==> config.mk <==
export PLATFORM = sky130hd
export DESIGN_NAME = quadrature_x4_accel_step_flat
export DESIGN_NICKNAME = d
export VERILOG_FILES = /design/src/rtl/qx4a_pkg.sv /design/src/rtl/qx4a_sample_if.sv /design/src/rtl/qx4a_result_if.sv /design/src/rtl/qx4a_cfg_if.sv /design/src/rtl/qx4a_cfg_regs.sv /design/src/rtl/qx4a_core.sv /design/src/rtl/quadrature_x4_accel_step.sv /design/src/flat_wrapper.sv
export SDC_FILE = /design/constraint.sdc
export NUM_CORES = 1
export LEC_CHECK = 0
export CAP_MARGIN = 20
export CORE_MARGIN = 2
export CORE_UTILIZATION = 63
export CTS_CLUSTER_DIAMETER = 30
export DETAILED_ROUTE_END_ITERATION = 7
export DONT_BUFFER_PORTS = 1
export PLACE_DENSITY = 0.9
export SLEW_MARGIN = 20
export SYNTH_ARGS = -nofsm -noshare
export SYNTH_HDL_FRONTEND = slang
export SYNTH_SLANG_ARGS = --single-unit
export TNS_END_PERCENT = 1
==> constraint.sdc <==
create_clock -name clk -period 8.53 [get_ports clk]
set_input_delay 0.4265 -clock clk [delete_from_list [all_inputs] [get_ports clk]]
set_output_delay 0.4265 -clock clk [all_outputs]
set_load 0.02 [all_outputs]
==> src/rtl/qx4a_pkg.sv <==
`default_nettype none
// ----------------------------------------------------------------------------
// qx4a_pkg
// Shared types, codes and decode helpers for the x4 quadrature step block.
// ----------------------------------------------------------------------------
package qx4a_pkg;

  localparam int unsigned STEP_W   = 16;
  localparam int unsigned THR_W    = 24;
  localparam int unsigned TIME_W   = 32;
  localparam int unsigned SUM_W    = 32;
  localparam int unsigned DELTA_W  = STEP_W + 1;
  localparam int unsigned CFG_IDX_W  = 2;
  localparam int unsigned CFG_DATA_W = THR_W;

  localparam logic [TIME_W-1:0] WINDOW_MS = TIME_W'(250);

  localparam logic signed [SUM_W-1:0] SUM_MAX = {1'b0, {(SUM_W-1){1'b1}}};
  localparam logic signed [SUM_W-1:0] SUM_MIN = {1'b1, {(SUM_W-1){1'b0}}};

  // Transition code: {new B, new A, old B, old A}
  localparam logic [3:0] CODE_DN_0 = 4'b0100;
  localparam logic [3:0] CODE_DN_1 = 4'b1101;
  localparam logic [3:0] CODE_DN_2 = 4'b1011;
  localparam logic [3:0] CODE_DN_3 = 4'b0010;
  localparam logic [3:0] CODE_UP_0 = 4'b1000;
  localparam logic [3:0] CODE_UP_1 = 4'b1110;
  localparam logic [3:0] CODE_UP_2 = 4'b0111;
  localparam logic [3:0] CODE_UP_3 = 4'b0001;

  typedef enum logic [1:0] {
    DIR_NONE,
    DIR_UP,
    DIR_DOWN
  } dir_t;

  typedef enum logic [CFG_IDX_W-1:0] {
    REG_SLOW_STEP,
    REG_FAST_STEP,
    REG_SPEED_THRESHOLD
  } cfg_reg_t;

  typedef struct packed {
    logic [STEP_W-1:0] slow_step;
    logic [STEP_W-1:0] fast_step;
    logic [THR_W-1:0]  speed_threshold;
  } cfg_t;

  typedef struct packed {
    logic              pin_a;
    logic              pin_b;
    logic [TIME_W-1:0] now_ms;
  } sample_t;

  typedef struct packed {
    logic signed [DELTA_W-1:0] delta;
    logic                      fast_mode;
  } result_t;

  function automatic dir_t direction_of(input logic [3:0] code);
    dir_t d;
    case (code) inside
      CODE_DN_0, CODE_DN_1, CODE_DN_2, CODE_DN_3: d = DIR_DOWN;
      CODE_UP_0, CODE_UP_1, CODE_UP_2, CODE_UP_3: d = DIR_UP;
      default:                                    d = DIR_NONE;
    endcase
    return d;
  endfunction

endpackage
`default_nettype wire

==> src/rtl/qx4a_sample_if.sv <==
`default_nettype none
// ----------------------------------------------------------------------------
// qx4a_sample_if
// Input channel: one pin sample with its millisecond timestamp per word.
// ----------------------------------------------------------------------------
interface qx4a_sample_if;
  logic        valid;
  logic        ready;
  logic        pin_a;
  logic        pin_b;
  logic [31:0] now_ms;

  modport source (output valid, pin_a, pin_b, now_ms, input ready);
  modport sink   (input valid, pin_a, pin_b, now_ms, output ready);
endinterface
`default_nettype wire

==> src/rtl/qx4a_result_if.sv <==
`default_nettype none
// ----------------------------------------------------------------------------
// qx4a_result_if
// Output channel: signed step and speed mode per word.
// ----------------------------------------------------------------------------
interface qx4a_result_if;
  logic               valid;
  logic               ready;
  logic signed [16:0] delta;
  logic               fast_mode;

  modport source (output valid, delta, fast_mode, input ready);
  modport sink   (input valid, delta, fast_mode, output ready);
endinterface
`default_nettype wire

==> src/rtl/qx4a_cfg_if.sv <==
`default_nettype none
// ----------------------------------------------------------------------------
// qx4a_cfg_if
// Configuration write channel: register index and write data per word.
// ----------------------------------------------------------------------------
interface qx4a_cfg_if;
  logic        valid;
  logic        ready;
  logic [1:0]  index;
  logic [23:0] data;

  modport source (output valid, index, data, input ready);
  modport sink   (input valid, index, data, output ready);
endinterface
`default_nettype wire

==> src/rtl/qx4a_cfg_regs.sv <==
`default_nettype none
// ----------------------------------------------------------------------------
// qx4a_cfg_regs
// Step size and speed threshold registers with their reset values.
// ----------------------------------------------------------------------------
module qx4a_cfg_regs
  import qx4a_pkg::*;
(
  input  wire logic clk,
  input  wire logic rst,
  qx4a_cfg_if.sink  cfg,
  output cfg_t      regs
);

  assign cfg.ready = 1'b1;

  always_ff @(posedge clk) begin
    if (rst) begin
      regs.slow_step       <= STEP_W'(1);
      regs.fast_step       <= STEP_W'(10);
      regs.speed_threshold <= THR_W'(250);
    end else if (cfg.valid) begin
      unique case (cfg.index)
        REG_SLOW_STEP:       regs.slow_step       <= cfg.data[STEP_W-1:0];
        REG_FAST_STEP:       regs.fast_step       <= cfg.data[STEP_W-1:0];
        REG_SPEED_THRESHOLD: regs.speed_threshold <= cfg.data[THR_W-1:0];
        default: begin
          // index past the register list: drop the word
        end
      endcase
    end
  end

endmodule
`default_nettype wire

==> src/rtl/qx4a_core.sv <==
`default_nettype none
// ----------------------------------------------------------------------------
// qx4a_core
// Transition decode, saturating window sum and speed mode update.
// ----------------------------------------------------------------------------
module qx4a_core
  import qx4a_pkg::*;
(
  input  wire logic    clk,
  input  wire logic    rst,
  input  wire logic    upd,
  input  wire sample_t smp,
  input  wire cfg_t    regs,
  output result_t      res
);

  logic [1:0]              previous_pins;
  logic signed [SUM_W-1:0] window_sum;
  logic [TIME_W-1:0]       window_start;
  logic                    fast_flag;

  logic [1:0]                pins;
  dir_t                      dir;
  logic [STEP_W-1:0]         size;
  logic signed [DELTA_W-1:0] delta;
  logic signed [SUM_W:0]     raw_sum;
  logic signed [SUM_W-1:0]   sat_sum;
  logic signed [SUM_W:0]     sum_ext;
  logic signed [SUM_W:0]     thr_ext;
  logic                      closed;
  logic                      over;
  logic                      fast_flag_next;

  assign pins = {smp.pin_b, smp.pin_a};
  assign dir  = direction_of({pins, previous_pins});
  assign size = fast_flag ? regs.fast_step : regs.slow_step;

  always_comb begin
    case (dir)
      DIR_UP:   delta = $signed({1'b0, size});
      DIR_DOWN: delta = -$signed({1'b0, size});
      default:  delta = '0;
    endcase
  end

  assign raw_sum = $signed({window_sum[SUM_W-1], window_sum})
                 + $signed({{(SUM_W-DELTA_W+1){delta[DELTA_W-1]}}, delta});

  always_comb begin
    if (raw_sum[SUM_W] != raw_sum[SUM_W-1]) begin
      sat_sum = raw_sum[SUM_W] ? SUM_MIN : SUM_MAX;
    end else begin
      sat_sum = raw_sum[SUM_W-1:0];
    end
  end

  // |sum| > thr without forming the magnitude
  assign sum_ext = $signed({sat_sum[SUM_W-1], sat_sum});
  assign thr_ext = $signed({{(SUM_W+1-THR_W){1'b0}}, regs.speed_threshold});
  assign over    = (sum_ext > thr_ext) || (sum_ext < -thr_ext);
  assign closed  = (smp.now_ms - window_start) > WINDOW_MS;

  assign fast_flag_next = closed ? over : fast_flag;

  always_ff @(posedge clk) begin
    if (rst) begin
      previous_pins <= '0;
      window_sum    <= '0;
      window_start  <= '0;
      fast_flag     <= 1'b0;
    end else if (upd) begin
      previous_pins <= pins;
      fast_flag     <= fast_flag_next;
      if (closed) begin
        window_sum   <= '0;
        window_start <= smp.now_ms;
      end else begin
        window_sum   <= sat_sum;
      end
    end
  end

  assign res.delta     = delta;
  assign res.fast_mode = fast_flag_next;

  a_close_clears: assert property (@(posedge clk) disable iff (rst)
    (upd && closed) |=> (window_sum == '0 && window_start == $past(smp.now_ms)))
    else $error("window did not restart on close");

  a_mode_holds: assert property (@(posedge clk) disable iff (rst)
    (upd && !closed) |=> (fast_flag == $past(fast_flag)))
    else $error("speed mode changed inside a window");

  a_idle_holds: assert property (@(posedge clk) disable iff (rst)
    !upd |=> ($stable(window_sum) && $stable(fast_flag) && $stable(previous_pins)))
    else $error("state moved without an item");

endmodule
`default_nettype wire

==> src/rtl/quadrature_x4_accel_step.sv <==
`default_nettype none
// ----------------------------------------------------------------------------
// quadrature_x4_accel_step
// x4 quadrature decoder with a speed-dependent step size.
//
//   channel  dir  word contents                       handshake
//   -------  ---  ----------------------------------  ---------------
//   sample   in   pin_a, pin_b, now_ms[31:0]          valid / ready
//   result   out  delta[16:0] signed, fast_mode       valid / ready
//   cfg      in   index[1:0], data[23:0]              valid / ready
//
// One sample word is taken every cycle while sample.ready is high; its result
// word passes the input register, then the result register, and can be taken
// once result.valid is high. The pace is one word per cycle while the result
// is not stalled, set by the state update in the core (decode, saturating add
// and window compare share one register stage).
// rst is synchronous: it clears both pipeline valids, the decode state and
// loads the register defaults (slow 1, fast 10, threshold 250).
// A stalled result holds the result register; the input register then holds
// too, and sample.ready drops only while both are full.
// cfg.ready is always high.
// ----------------------------------------------------------------------------
module quadrature_x4_accel_step
  import qx4a_pkg::*;
(
  input  wire logic       clk,
  input  wire logic       rst,
  qx4a_sample_if.sink     sample,
  qx4a_result_if.source   result,
  qx4a_cfg_if.sink        cfg
);

  cfg_t    regs;
  sample_t s1;
  logic    s1_valid;
  logic    advance;
  logic    upd;
  result_t res_next;
  result_t res;

  qx4a_cfg_regs u_cfg (
    .clk  (clk),
    .rst  (rst),
    .cfg  (cfg),
    .regs (regs)
  );

  // Advance the input stage whenever the result register is free or draining.
  assign advance      = !result.valid || result.ready;
  assign upd          = s1_valid && advance;
  assign sample.ready = !s1_valid || advance;

  always_ff @(posedge clk) begin
    if (rst) begin
      s1_valid <= 1'b0;
    end else if (sample.ready) begin
      s1_valid <= sample.valid;
    end
  end

  // Payload: load on every accepted word, hold otherwise.
  always_ff @(posedge clk) begin
    if (sample.valid && sample.ready) begin
      s1.pin_a  <= sample.pin_a;
      s1.pin_b  <= sample.pin_b;
      s1.now_ms <= sample.now_ms;
    end
  end

  qx4a_core u_core (
    .clk  (clk),
    .rst  (rst),
    .upd  (upd),
    .smp  (s1),
    .regs (regs),
    .res  (res_next)
  );

  always_ff @(posedge clk) begin
    if (rst) begin
      result.valid <= 1'b0;
    end else if (advance) begin
      result.valid <= s1_valid;
    end
  end

  always_ff @(posedge clk) begin
    if (upd) begin
      res <= res_next;
    end
  end

  assign result.delta     = res.delta;
  assign result.fast_mode = res.fast_mode;

  a_out_from_stage: assert property (@(posedge clk) disable iff (rst)
    $rose(result.valid) |-> $past(s1_valid))
    else $error("result word without a staged sample");

  a_stall_holds_stage: assert property (@(posedge clk) disable iff (rst)
    (s1_valid && !advance) |=> (s1_valid && $stable(s1)))
    else $error("staged sample lost during stall");

  a_ready_when_free: assert property (@(posedge clk) disable iff (rst)
    !s1_valid |-> sample.ready)
    else $error("input stalled with empty stage");

endmodule
`default_nettype wire
==> src/flat_wrapper.sv <==
// flat-port wrapper written by rule: the top's interface ports become plain ports
module quadrature_x4_accel_step_flat import qx4a_pkg::*;
  (clk, rst, sample_valid, sample_pin_a, sample_pin_b, sample_now_ms, sample_ready, result_valid, result_delta, result_fast_mode, result_ready, cfg_valid, cfg_index, cfg_data, cfg_ready);
  qx4a_sample_if sample_i ();
  qx4a_result_if result_i ();
  qx4a_cfg_if cfg_i ();
  input  wire logic clk;
  input  wire logic rst;
  input wire logic [$bits(sample_i.valid)-1:0] sample_valid;
  input wire logic [$bits(sample_i.pin_a)-1:0] sample_pin_a;
  input wire logic [$bits(sample_i.pin_b)-1:0] sample_pin_b;
  input wire logic [$bits(sample_i.now_ms)-1:0] sample_now_ms;
  output wire logic [$bits(sample_i.ready)-1:0] sample_ready;
  output wire logic [$bits(result_i.valid)-1:0] result_valid;
  output wire logic [$bits(result_i.delta)-1:0] result_delta;
  output wire logic [$bits(result_i.fast_mode)-1:0] result_fast_mode;
  input wire logic [$bits(result_i.ready)-1:0] result_ready;
  input wire logic [$bits(cfg_i.valid)-1:0] cfg_valid;
  input wire logic [$bits(cfg_i.index)-1:0] cfg_index;
  input wire logic [$bits(cfg_i.data)-1:0] cfg_data;
  output wire logic [$bits(cfg_i.ready)-1:0] cfg_ready;
  assign sample_i.valid = sample_valid;
  assign sample_i.pin_a = sample_pin_a;
  assign sample_i.pin_b = sample_pin_b;
  assign sample_i.now_ms = sample_now_ms;
  assign sample_ready = sample_i.ready;
  assign result_valid = result_i.valid;
  assign result_delta = result_i.delta;
  assign result_fast_mode = result_i.fast_mode;
  assign result_i.ready = result_ready;
  assign cfg_i.valid = cfg_valid;
  assign cfg_i.index = cfg_index;
  assign cfg_i.data = cfg_data;
  assign cfg_ready = cfg_i.ready;
  quadrature_x4_accel_step u_core (.clk(clk), .rst(rst), .sample(sample_i), .result(result_i), .cfg(cfg_i));
endmodule
==> Yosys cells after proc, flatten, opt, wreduce, memory -nomap -nowiden <==
Cells that the tools add are included.
{ "op_classes": {"addsub": 4, "multipliers": 0, "div": 0, "magnitude_cmp": 3, "eq_ne": 13, "shifts": 0, "mux": 8, "bitwise": 0, "reduce_logical": 14} }
{ "op_table": {"columns": ["operator", "count"], "rows": [
  ["two-way mux 32 bit", 3],
  ["case mux 17 bit (2 select lines)", 1],
  ["adder 32 x 17 -> 33 bit", 1],
  ["less-than comparator 32 x 33 -> 1 bit", 1],
  ["negation 24 -> 33 bit", 1],
  ["greater-than comparator 32 x 25 -> 1 bit", 1],
  ["greater-than comparator 32 x 8 -> 1 bit, second input constant", 1],
  ["subtractor 32 bit", 1],
  ["negation 16 -> 17 bit", 1],
  ["equality test 4 bit, second input constant", 4],
  ["two-way mux 16 bit", 1],
  ["equality test 4 x 3 -> 1 bit, second input constant", 2],
  ["AND reduction 2 bit", 4],
  ["OR reduction 4 bit", 2],
  ["equality test 2 x 1 -> 1 bit, second input constant", 2],
  ["equality test 2 bit, second input constant", 2],
  ["equality test 4 x 1 -> 1 bit, second input constant", 1],
  ["equality test 4 x 2 -> 1 bit, second input constant", 1],
  ["logical OR 1 bit", 3],
  ["logical AND 1 bit", 2],
  ["logical NOT 1 bit", 2],
  ["logical NOT 2 bit", 1],
  ["two-way mux 1 bit", 2],
  ["two-way mux 2 bit", 1],
  ["inequality test 1 bit", 1]
]} }
{ "totals": {"reg_bits": 177, "latch_bits": 0, "mem_bits_rw": 0, "rom_bits": 0, "word_cells": 56, "memories": 0} }

==> Depth between registers and ports, before layout <==
Gate-level depths: netlist of the first run.
{ "logic_depth": {"depth_word": 12, "depth_mapped": 33} }

==> Modules after synthesis <==
From an unflattened synthesis of the first run, not the netlist that was laid out.
{ "hier_totals": {"hier_cells": 1554, "hier_area_um2": 13205.2} }
{ "by_module_without_submodules": {"columns": ["module", "instances", "cells_per_inst", "area_each_um2", "seq_area_each_um2"], "rows": [
  ["qx4a_core", 1, 1269, 9193.8, 1341.3],
  ["qx4a_cfg_regs", 1, 223, 2346.0, 1121.1],
  ["quadrature_x4_accel_step", 1, 62, 1665.3, 1601.5]
]} }

==> Least setup slack after synthesis of the first run <==
Ideal clock, no wire load.
{ "synth_path": {"kind": "register to register", "from": "register u_core.u_core.fast_flag", "to": "register u_core.res (netlist bit u_core.result.fast_mode), data pin", "t_arrival_ns": 7.220, "t_required_ns": 8.262, "setup_slack_ns": 1.042, "path_stages_with_launch": 32, "n_path_buf": 3, "period_less_slack_ns": 7.488, "cell_sequence": "dfxtp_1 > clkbuf_1 > mux2i_1 > ha_1 > o21ai_0 > or2_2 > o31ai_1 > and2_1 > a21boi_0 > o21ai_0 > ha_1 > clkbuf_1 > and4_1 > nor2b_1 > a22oi_1 > a21oi_1 > a41oi_2 > nor2_1 > a21oi_1 > clkbuf_1 > a21oi_1 > ha_1 > a211o_1 > a21oi_1 > o21ai_0 > a311o_1 > a221oi_1 > o21ai_0 > and3b_1 > a41oi_1 > a211oi_1 > mux2i_1"} }
{ "synth_rtl": {"columns": ["item", "line_no", "text"], "rows": [
  ["from (decl)", "qx4a_core.sv:20", "logic fast_flag;"],
  ["from (signal assigned)", "qx4a_core.sv:73", "fast_flag <= fast_flag_next;"],
  ["to (signal assigned)", "quadrature_x4_accel_step.sv:89", "res <= res_next;"],
  ["to (decl)", "quadrature_x4_accel_step.sv:39", "result_t res;"]
]} }

==> impl_metrics.env, run 1 <==
export IMPL_status="finished, final reports clean"
export IMPL_area_growth_pct=5.58
export IMPL_timing_hold_worst_endpoint="u_core.u_core.window_sum[23]"
export IMPL_timing_worst_slew_pin_value_ps=1040
export IMPL_tritoncts="yes"
export IMPL_power_leakage_nw=5.31
export IMPL_critPathSlowestCell="dfxtp_2"
export IMPL_period_needed_ps=7800
export IMPL_rr_endpoint="u_core.result.fast_mode"
export IMPL_final_period_utilization_pct=91.5
export IMPL_whs_path_depth=1
export IMPL_place_detailed_hpwl_microns=23900
export IMPL_worstHoldPathType="input port to register"
export IMPL_maxSlewViolCount=0
export IMPL_cpPeakStageDelay_ps=470
export IMPL_finalHoldViolations=0
export IMPL_postLayoutCellArea_sq_um=13500
export IMPL_clock_tree_buffer_depth=2
export IMPL_cp_end_kind="register"
export IMPL_grt_overflow=0
export IMPL_synthArstFlopShare_pct=0
export IMPL_dominantRegCellSynth="dfxtp_1"
export IMPL_slew_headroom_pct=30.5
export IMPL_clk_pin_slew_worst_paths_ps=80
export IMPL_cts_root_buffer_cell="clkbuf_16"
export IMPL_synth_enable_flop_cells=52
export IMPL_final_layout_size_suffix_gt1_share_pct=5.04
export IMPL_mappedNetlistNets=1753
export IMPL_synth_seq_cells=177
export IMPL_cts_buffers=17
export IMPL_post_cts_repair_setup_buffers=0
export IMPL_grt_first_pass_wirelength_microns=53900
export IMPL_netlist_area_sq_um=12800
export IMPL_synth_commonest_cells="nand2_1, a21oi_1, dfxtp_1, ha_1, nor2_1"
export IMPL_buffer_ports_inserted=0
export IMPL_min_delay_start="rst"
export IMPL_most_frequent_cell_after_synthesis="nand2_1"
export IMPL_grt_max_degree=159
export IMPL_synth_seq_area_share_pct=31.8
export IMPL_max_cap_violations=0
export IMPL_placed_cell_area_sq_um=12800
export IMPL_hold_slack_ps=68.2
export IMPL_synthTopCellsByArea="dfxtp_1, edfxtp_1, ha_1"
export IMPL_postCtsHoldBufs=0
export IMPL_die_width_microns=146
export IMPL_htreeDepth=4
export IMPL_worstReg2RegStart="u_core.u_core.fast_flag"
export IMPL_numClockSinks=177
export IMPL_worst_case_clock_skew_ps=19.3
export IMPL_irDropWorstVdd_mv=0.142
export IMPL_power_density_nw_per_um2=178
export IMPL_drt_drc_violations_left=0
export IMPL_required_ps=8710
export IMPL_std_cell_rows=52
export IMPL_core_box_area_sq_um=20000
export IMPL_postRouteWirelength_microns=32900
export IMPL_path_class="register to register"
export IMPL_setup_slack_placement_ps=685
export IMPL_timing_reg2reg_worst_path_depth=29
export IMPL_worstSkewPairLatency_ps=450
export IMPL_vias=11500
export IMPL_cp_data_arrival_time_ps=7980
export IMPL_maxClockFrequency_ghz=0.128
export IMPL_wire_length_per_cell_microns=18.3
export IMPL_drtIter0Drc=1065
export IMPL_num_fill_cells=1641
export IMPL_grt_pass1_vias=11000
export IMPL_start_kind="register"
export IMPL_final_net_count=1703
export IMPL_rsz0062_at_grt="no"
export IMPL_floorplan_die_area_sq_um=21400
export IMPL_io_pin_count=86
export IMPL_yosysUniqueCellTypes=73
export IMPL_routabilityCongestion=0.976
export IMPL_die_height_microns=146
export IMPL_synth_top_cell_by_area="dfxtp_1"
export IMPL_setup_slack_ps=729
export IMPL_final_setup_tns_ps=0
export IMPL_synth_yosys_warnings=0
export IMPL_vias_per_cell=6.40
export IMPL_mean_syn_cell_area_sq_um=8.16
export IMPL_synth_top_cell_area_share_pct=19.6
export IMPL_detailedRoute_firstPassIterationCount=8
export IMPL_final_setup_viol_count=0
export IMPL_grt_antenna_before_repair=2
export IMPL_netlist_instances=1565
export IMPL_crit_path_max_fanout=28
export IMPL_drt_antenna_violating_nets=0
export IMPL_report_power_total_mw=2.40
export IMPL_globalRouteTotalUtil_pct=30.7
export IMPL_initial_utilization_pct=63.7
export IMPL_timing_critical_path_mode_cell="o21ai_0"
export IMPL_r2r_slack_ps=730
==> stage by stage <==
step	util, %	cells
after global routing	67.3	1800
after floorplan	-	1565
after detailed placement	63.9	1766
final	67.3	1800
after CTS	67.2	1798
after global placement	63.9	1766
==> critical path, delay by kind of cell, from the launching register on <==
family                   cells  cell delay, ps
buffers and inverters        1             230
flip-flops                   1             470
AND/OR/NAND/NOR              5            1170
multiplexers                 2             470
adder cells (fa/ha/maj)      3             950
AO/OA/AOI/OAI               18            4220
==> worst max-delay path by stage <==
stage | startpoint | to | cells past startpoint
2_1_floorplan | u_core.u_core.fast_flag | u_core.result.fast_mode | 31
3_3_place_gp | u_core.u_core.fast_flag | u_core.result.fast_mode | 29
3_5_place_dp | u_core.u_core.fast_flag | u_core.result.fast_mode | 29
4_1_cts | u_core.u_core.fast_flag | u_core.result.fast_mode | 29
5_1_grt | u_core.u_core.fast_flag | u_core.result.fast_mode | 29
6_report | u_core.u_core.fast_flag | u_core.result.fast_mode | 29
==> cell usage in the layout, fill, tap and decap left out, types with 8 or more instances in the layout <==
cell type    n
nor2b_1     10
ha_1       121
a31oi_1     11
xnor2_1     39
nand3_1     56
o21ai_0     70
edfxtp_1    52
a21o_1      31
xor2_1      26
clkbuf_16   17
nand2b_1    68
a21oi_1    207
o21a_1      15
inv_1       74
or2_2        8
nand2_1    212
mux2i_1     41
nand4_1     31
dfxtp_1    124
mux2_2      15
a211oi_1    12
a211o_1     14
nor3_1      33
buf_4        9
nor4_1       8
nor2_1      85
==> area by class of cell <==
type / count / area (sq um) / share of cell area, %
repair buffers: 9 / 67.6 / 0.501
flip-flops and latches: 177 / 4070 / 30.2
clock inverters: 15 / 225 / 1.67
multi-input cells: 1235 / 8070 / 59.9
well taps: 270 / 338 / 2.51
diodes: 2 / 5.00 / 0.0371
clock buffers: 17 / 425 / 3.16
inverters: 75 / 282 / 2.09
==> flip-flops by register name (all words and copies together), names as in the netlist <==
signal and cells:
u_core.u_core.fast_flag 1, u_core.u_cfg.regs 56, u_core.result.valid 1, u_core.result.fast_mode 1
u_core.u_core.window_start 32, u_core.s1_valid 1, u_core.result.delta 17, u_core.s1 34
u_core.u_core.window_sum 32, u_core.u_core.previous_pins 2
==> kinds of logic (layout without fill, tap and decap cells) <==
logic type	Yosys count	after routing	synth area share, %
xor gates and xnor gates	65	65	4.46
buffers and inverters	153	116	5.06
adders and majority gates	123	123	12.2
and+or+nand+nor	550	550	20.6
muxes	56	56	4.54
other	1	3	0.0294
DFF	177	177	31.8
AOI/OAI and AO/OA	440	440	21.4
==> per-layer routing <==
layer  track usage, %  share of wire [%]  vias up
met3             5.59                7.5      109
met2             52.4                 48      529
met4             13.4                4.0        0
met5                0                  0        -
li1                 -                  -     5525
met1             38.0                 40     5365
==> report_power, final <==
| group | switching, mW | internal, mW |
|---|---|---|
| logic | 0.381 | 0.227 |
| clock network | 0.434 | 0.420 |
| registers | 0.0337 | 0.906 |
==> timing repair <==
action / 4_1_cts / 5_1_grt
gates resized for setup: 0 / 3
hold endpoints to repair: 0 / 0
setup endpoints to repair: 0 / 2
Power figures use the tool's default switching activity.
==> run 2: changes to the inputs <==
--- a/config.mk
+++ b/config.mk
@@ -11,7 +11,9 @@
 export CTS_CLUSTER_DIAMETER = 30
 export DETAILED_ROUTE_END_ITERATION = 7
 export DONT_BUFFER_PORTS = 1
+export GPL_ROUTABILITY_DRIVEN = 0
 export PLACE_DENSITY = 0.9
+export RECOVER_POWER = 50
 export SLEW_MARGIN = 20
 export SYNTH_ARGS = -nofsm -noshare
 export SYNTH_HDL_FRONTEND = slang
==> impl_metrics.env, run 2 (synthesized netlist as in run 1, its figures left out) <==
export IMPL_power_frac_seq_pct=39.4
export IMPL_cts_root_buffer_cell="clkbuf_16"
export IMPL_required_ps=8710
export IMPL_largest_register_ffs=56
export IMPL_place_detailed_hpwl_microns=23500
export IMPL_worstHoldPathType="input port to register"
export IMPL_report_power_total_mw=2.39
export IMPL_cp_end_kind="register"
export IMPL_layout_cells_most_common_list="nand2_1, a21oi_1, dfxtp_1"
export IMPL_final_cell_count_no_fill=1799
export IMPL_timing_reg2reg_worst_path_depth=29
export IMPL_place_inst=1766
export IMPL_floorplan_die_area_sq_um=21400
export IMPL_clock_tree_buffer_depth=2
export IMPL_switchingPower_mw=0.831
export IMPL_maxClockFrequency_ghz=0.127
export IMPL_final_common_cell="nand2_1"
export IMPL_grt_pass1_vias=10700
export IMPL_power_density_nw_per_um2=177
export IMPL_power_leakage_nw=5.30
export IMPL_path_class="register to register"
export IMPL_start_kind="register"
export IMPL_final_layout_size_suffix_gt1_share_pct=4.97
export IMPL_drt_drc_violations_left=1
export IMPL_core_box_area_sq_um=20000
export IMPL_critPathSlowestCell="dfxtp_2"
export IMPL_vias=11600
export IMPL_min_delay_start="sample_now_ms[1]"
export IMPL_die_height_microns=146
export IMPL_final_net_count=1703
export IMPL_grt_overflow=0
export IMPL_area_growth_pct=5.60
export IMPL_num_fill_cells=1565
export IMPL_globalRouteTotalUtil_pct=30.0
export IMPL_final_setup_viol_count=0
export IMPL_finalHoldViolations=0
export IMPL_detailedRoute_firstPassIterationCount=8
export IMPL_rr_endpoint="u_core.result.fast_mode"
export IMPL_std_cell_rows=52
export IMPL_timing_worst_slew_pin_value_ps=2010
export IMPL_cpPeakStageDelay_ps=530
export IMPL_clk_pin_slew_worst_paths_ps=80
export IMPL_status="finished, violations left"
export IMPL_drt_antenna_violating_nets=0
export IMPL_postRouteWirelength_microns=32700
export IMPL_final_setup_tns_ps=0
export IMPL_worst_case_clock_skew_ps=15.9
export IMPL_io_pin_count=86
export IMPL_setup_slack_ps=661
export IMPL_tritoncts="yes"
export IMPL_grt_antenna_before_repair=1
export IMPL_htreeDepth=4
export IMPL_max_cap_violations=1
export IMPL_cp_data_arrival_time_ps=8050
export IMPL_drtIter0Drc=1231
export IMPL_die_width_microns=146
export IMPL_largest_register="u_core.u_cfg.regs"
export IMPL_wire_length_per_cell_microns=18.2
export IMPL_grt_first_pass_wirelength_microns=52700
export IMPL_period_needed_ps=7870
export IMPL_timing_hold_worst_endpoint="u_core.s1[1]"
export IMPL_cts_buffers=17
export IMPL_setup_slack_placement_ps=567
export IMPL_postCtsHoldBufs=0
export IMPL_power_frac_clock_pct=35.2
export IMPL_final_period_utilization_pct=92.3
export IMPL_reg_largest_list="u_core.u_cfg.regs: 56 flops, u_core.s1: 34 flops"
export IMPL_maxSlewViolCount=35
export IMPL_buffer_ports_inserted=0
export IMPL_rsz0062_at_grt="no"
export IMPL_internal_power_mw=1.56
export IMPL_initial_utilization_pct=63.7
export IMPL_grt_max_degree=159
export IMPL_worstReg2RegStart="u_core.u_core.fast_flag"
export IMPL_violations="design-rule violations, max-capacitance violations, max-slew violations"
export IMPL_irDropWorstVdd_mv=0.130
export IMPL_relative_contribution_of_combinational_cells_to_total_power_pct=25.4
export IMPL_worstSkewPairLatency_ps=450
export IMPL_vias_per_cell=6.46
export IMPL_whs_path_depth=0
export IMPL_r2r_slack_ps=660
export IMPL_power_share_switching_pct=34.8
export IMPL_slew_headroom_pct=-33.8
export IMPL_numClockSinks=177
export IMPL_crit_path_max_fanout=28
run 2: metrics by stage:
step           utilization (%)  hold slack [ps]  area (sq um)
2_1_floorplan                -              433         12800
3_3_place_gp              63.9              441         12800
3_5_place_dp              63.9              444         12800
4_1_cts                   67.2             48.9         13500
5_1_grt                   67.3             41.6         13500
6_report                  67.3             62.9         13500
run 2: critical path, delay by kind of cell, from the launching register on:
family	cells	cell delay [ps]
DFF	1	530
and+or+nand+nor	4	1100
muxes	2	480
AOI/OAI and AO/OA	19	4180
adders and majority gates	3	1060
buffers and inverters	1	230
run 2: worst max-delay path by stage:
| stage | start | end |
|---|---|---|
| 2_1_floorplan | u_core.u_core.fast_flag | u_core.result.fast_mode |
| 3_3_place_gp | u_core.u_core.fast_flag | u_core.result.fast_mode |
| 3_5_place_dp | u_core.u_core.fast_flag | u_core.result.fast_mode |
| 4_1_cts | u_core.u_core.fast_flag | u_core.result.fast_mode |
| 5_1_grt | u_core.u_core.fast_flag | u_core.result.fast_mode |
| 6_report | u_core.u_core.fast_flag | u_core.result.fast_mode |
run 2: per-layer routing:
| layer | vias up | share of wire [%] | track usage [%] |
|---|---|---|---|
| li1 | 5527 | - | - |
| met3 | 121 | 8.3 | 5.78 |
| met4 | 0 | 3.7 | 12.1 |
| met2 | 614 | 48 | 51.4 |
| met5 | - | 0 | 0 |
| met1 | 5361 | 40 | 37.2 |
run 2: cell type report:
type | instances | area, sq um | area share, %
diodes | 1 | 2.50 | 0.0186
inverters | 75 | 282 | 2.09
clock inverters | 14 | 208 | 1.54
well taps | 270 | 338 | 2.51
multi-input cells | 1235 | 8070 | 59.9
clock buffers | 18 | 450 | 3.34
flip-flops and latches | 177 | 4070 | 30.2
repair buffers | 9 | 63.8 | 0.473
run 2: power by group through the flow:
| stage | combinational (mW) | clock (mW) | sequential [mW] |
|---|---|---|---|
| after floorplan | 0.462 | 0 | 0.948 |
| after global placement | 0.558 | 0 | 0.958 |
| after detailed placement | 0.576 | 0 | 0.960 |
| after CTS | 0.590 | 0.842 | 0.941 |
| after global routing | 0.666 | 0.876 | 0.945 |
| final | 0.608 | 0.840 | 0.942 |
run 2: repair_timing:
action / 4_1_cts / 5_1_grt
gates resized for setup: 0 / 3
setup endpoints to repair: 0 / 2
setup buffers: 0 / 0
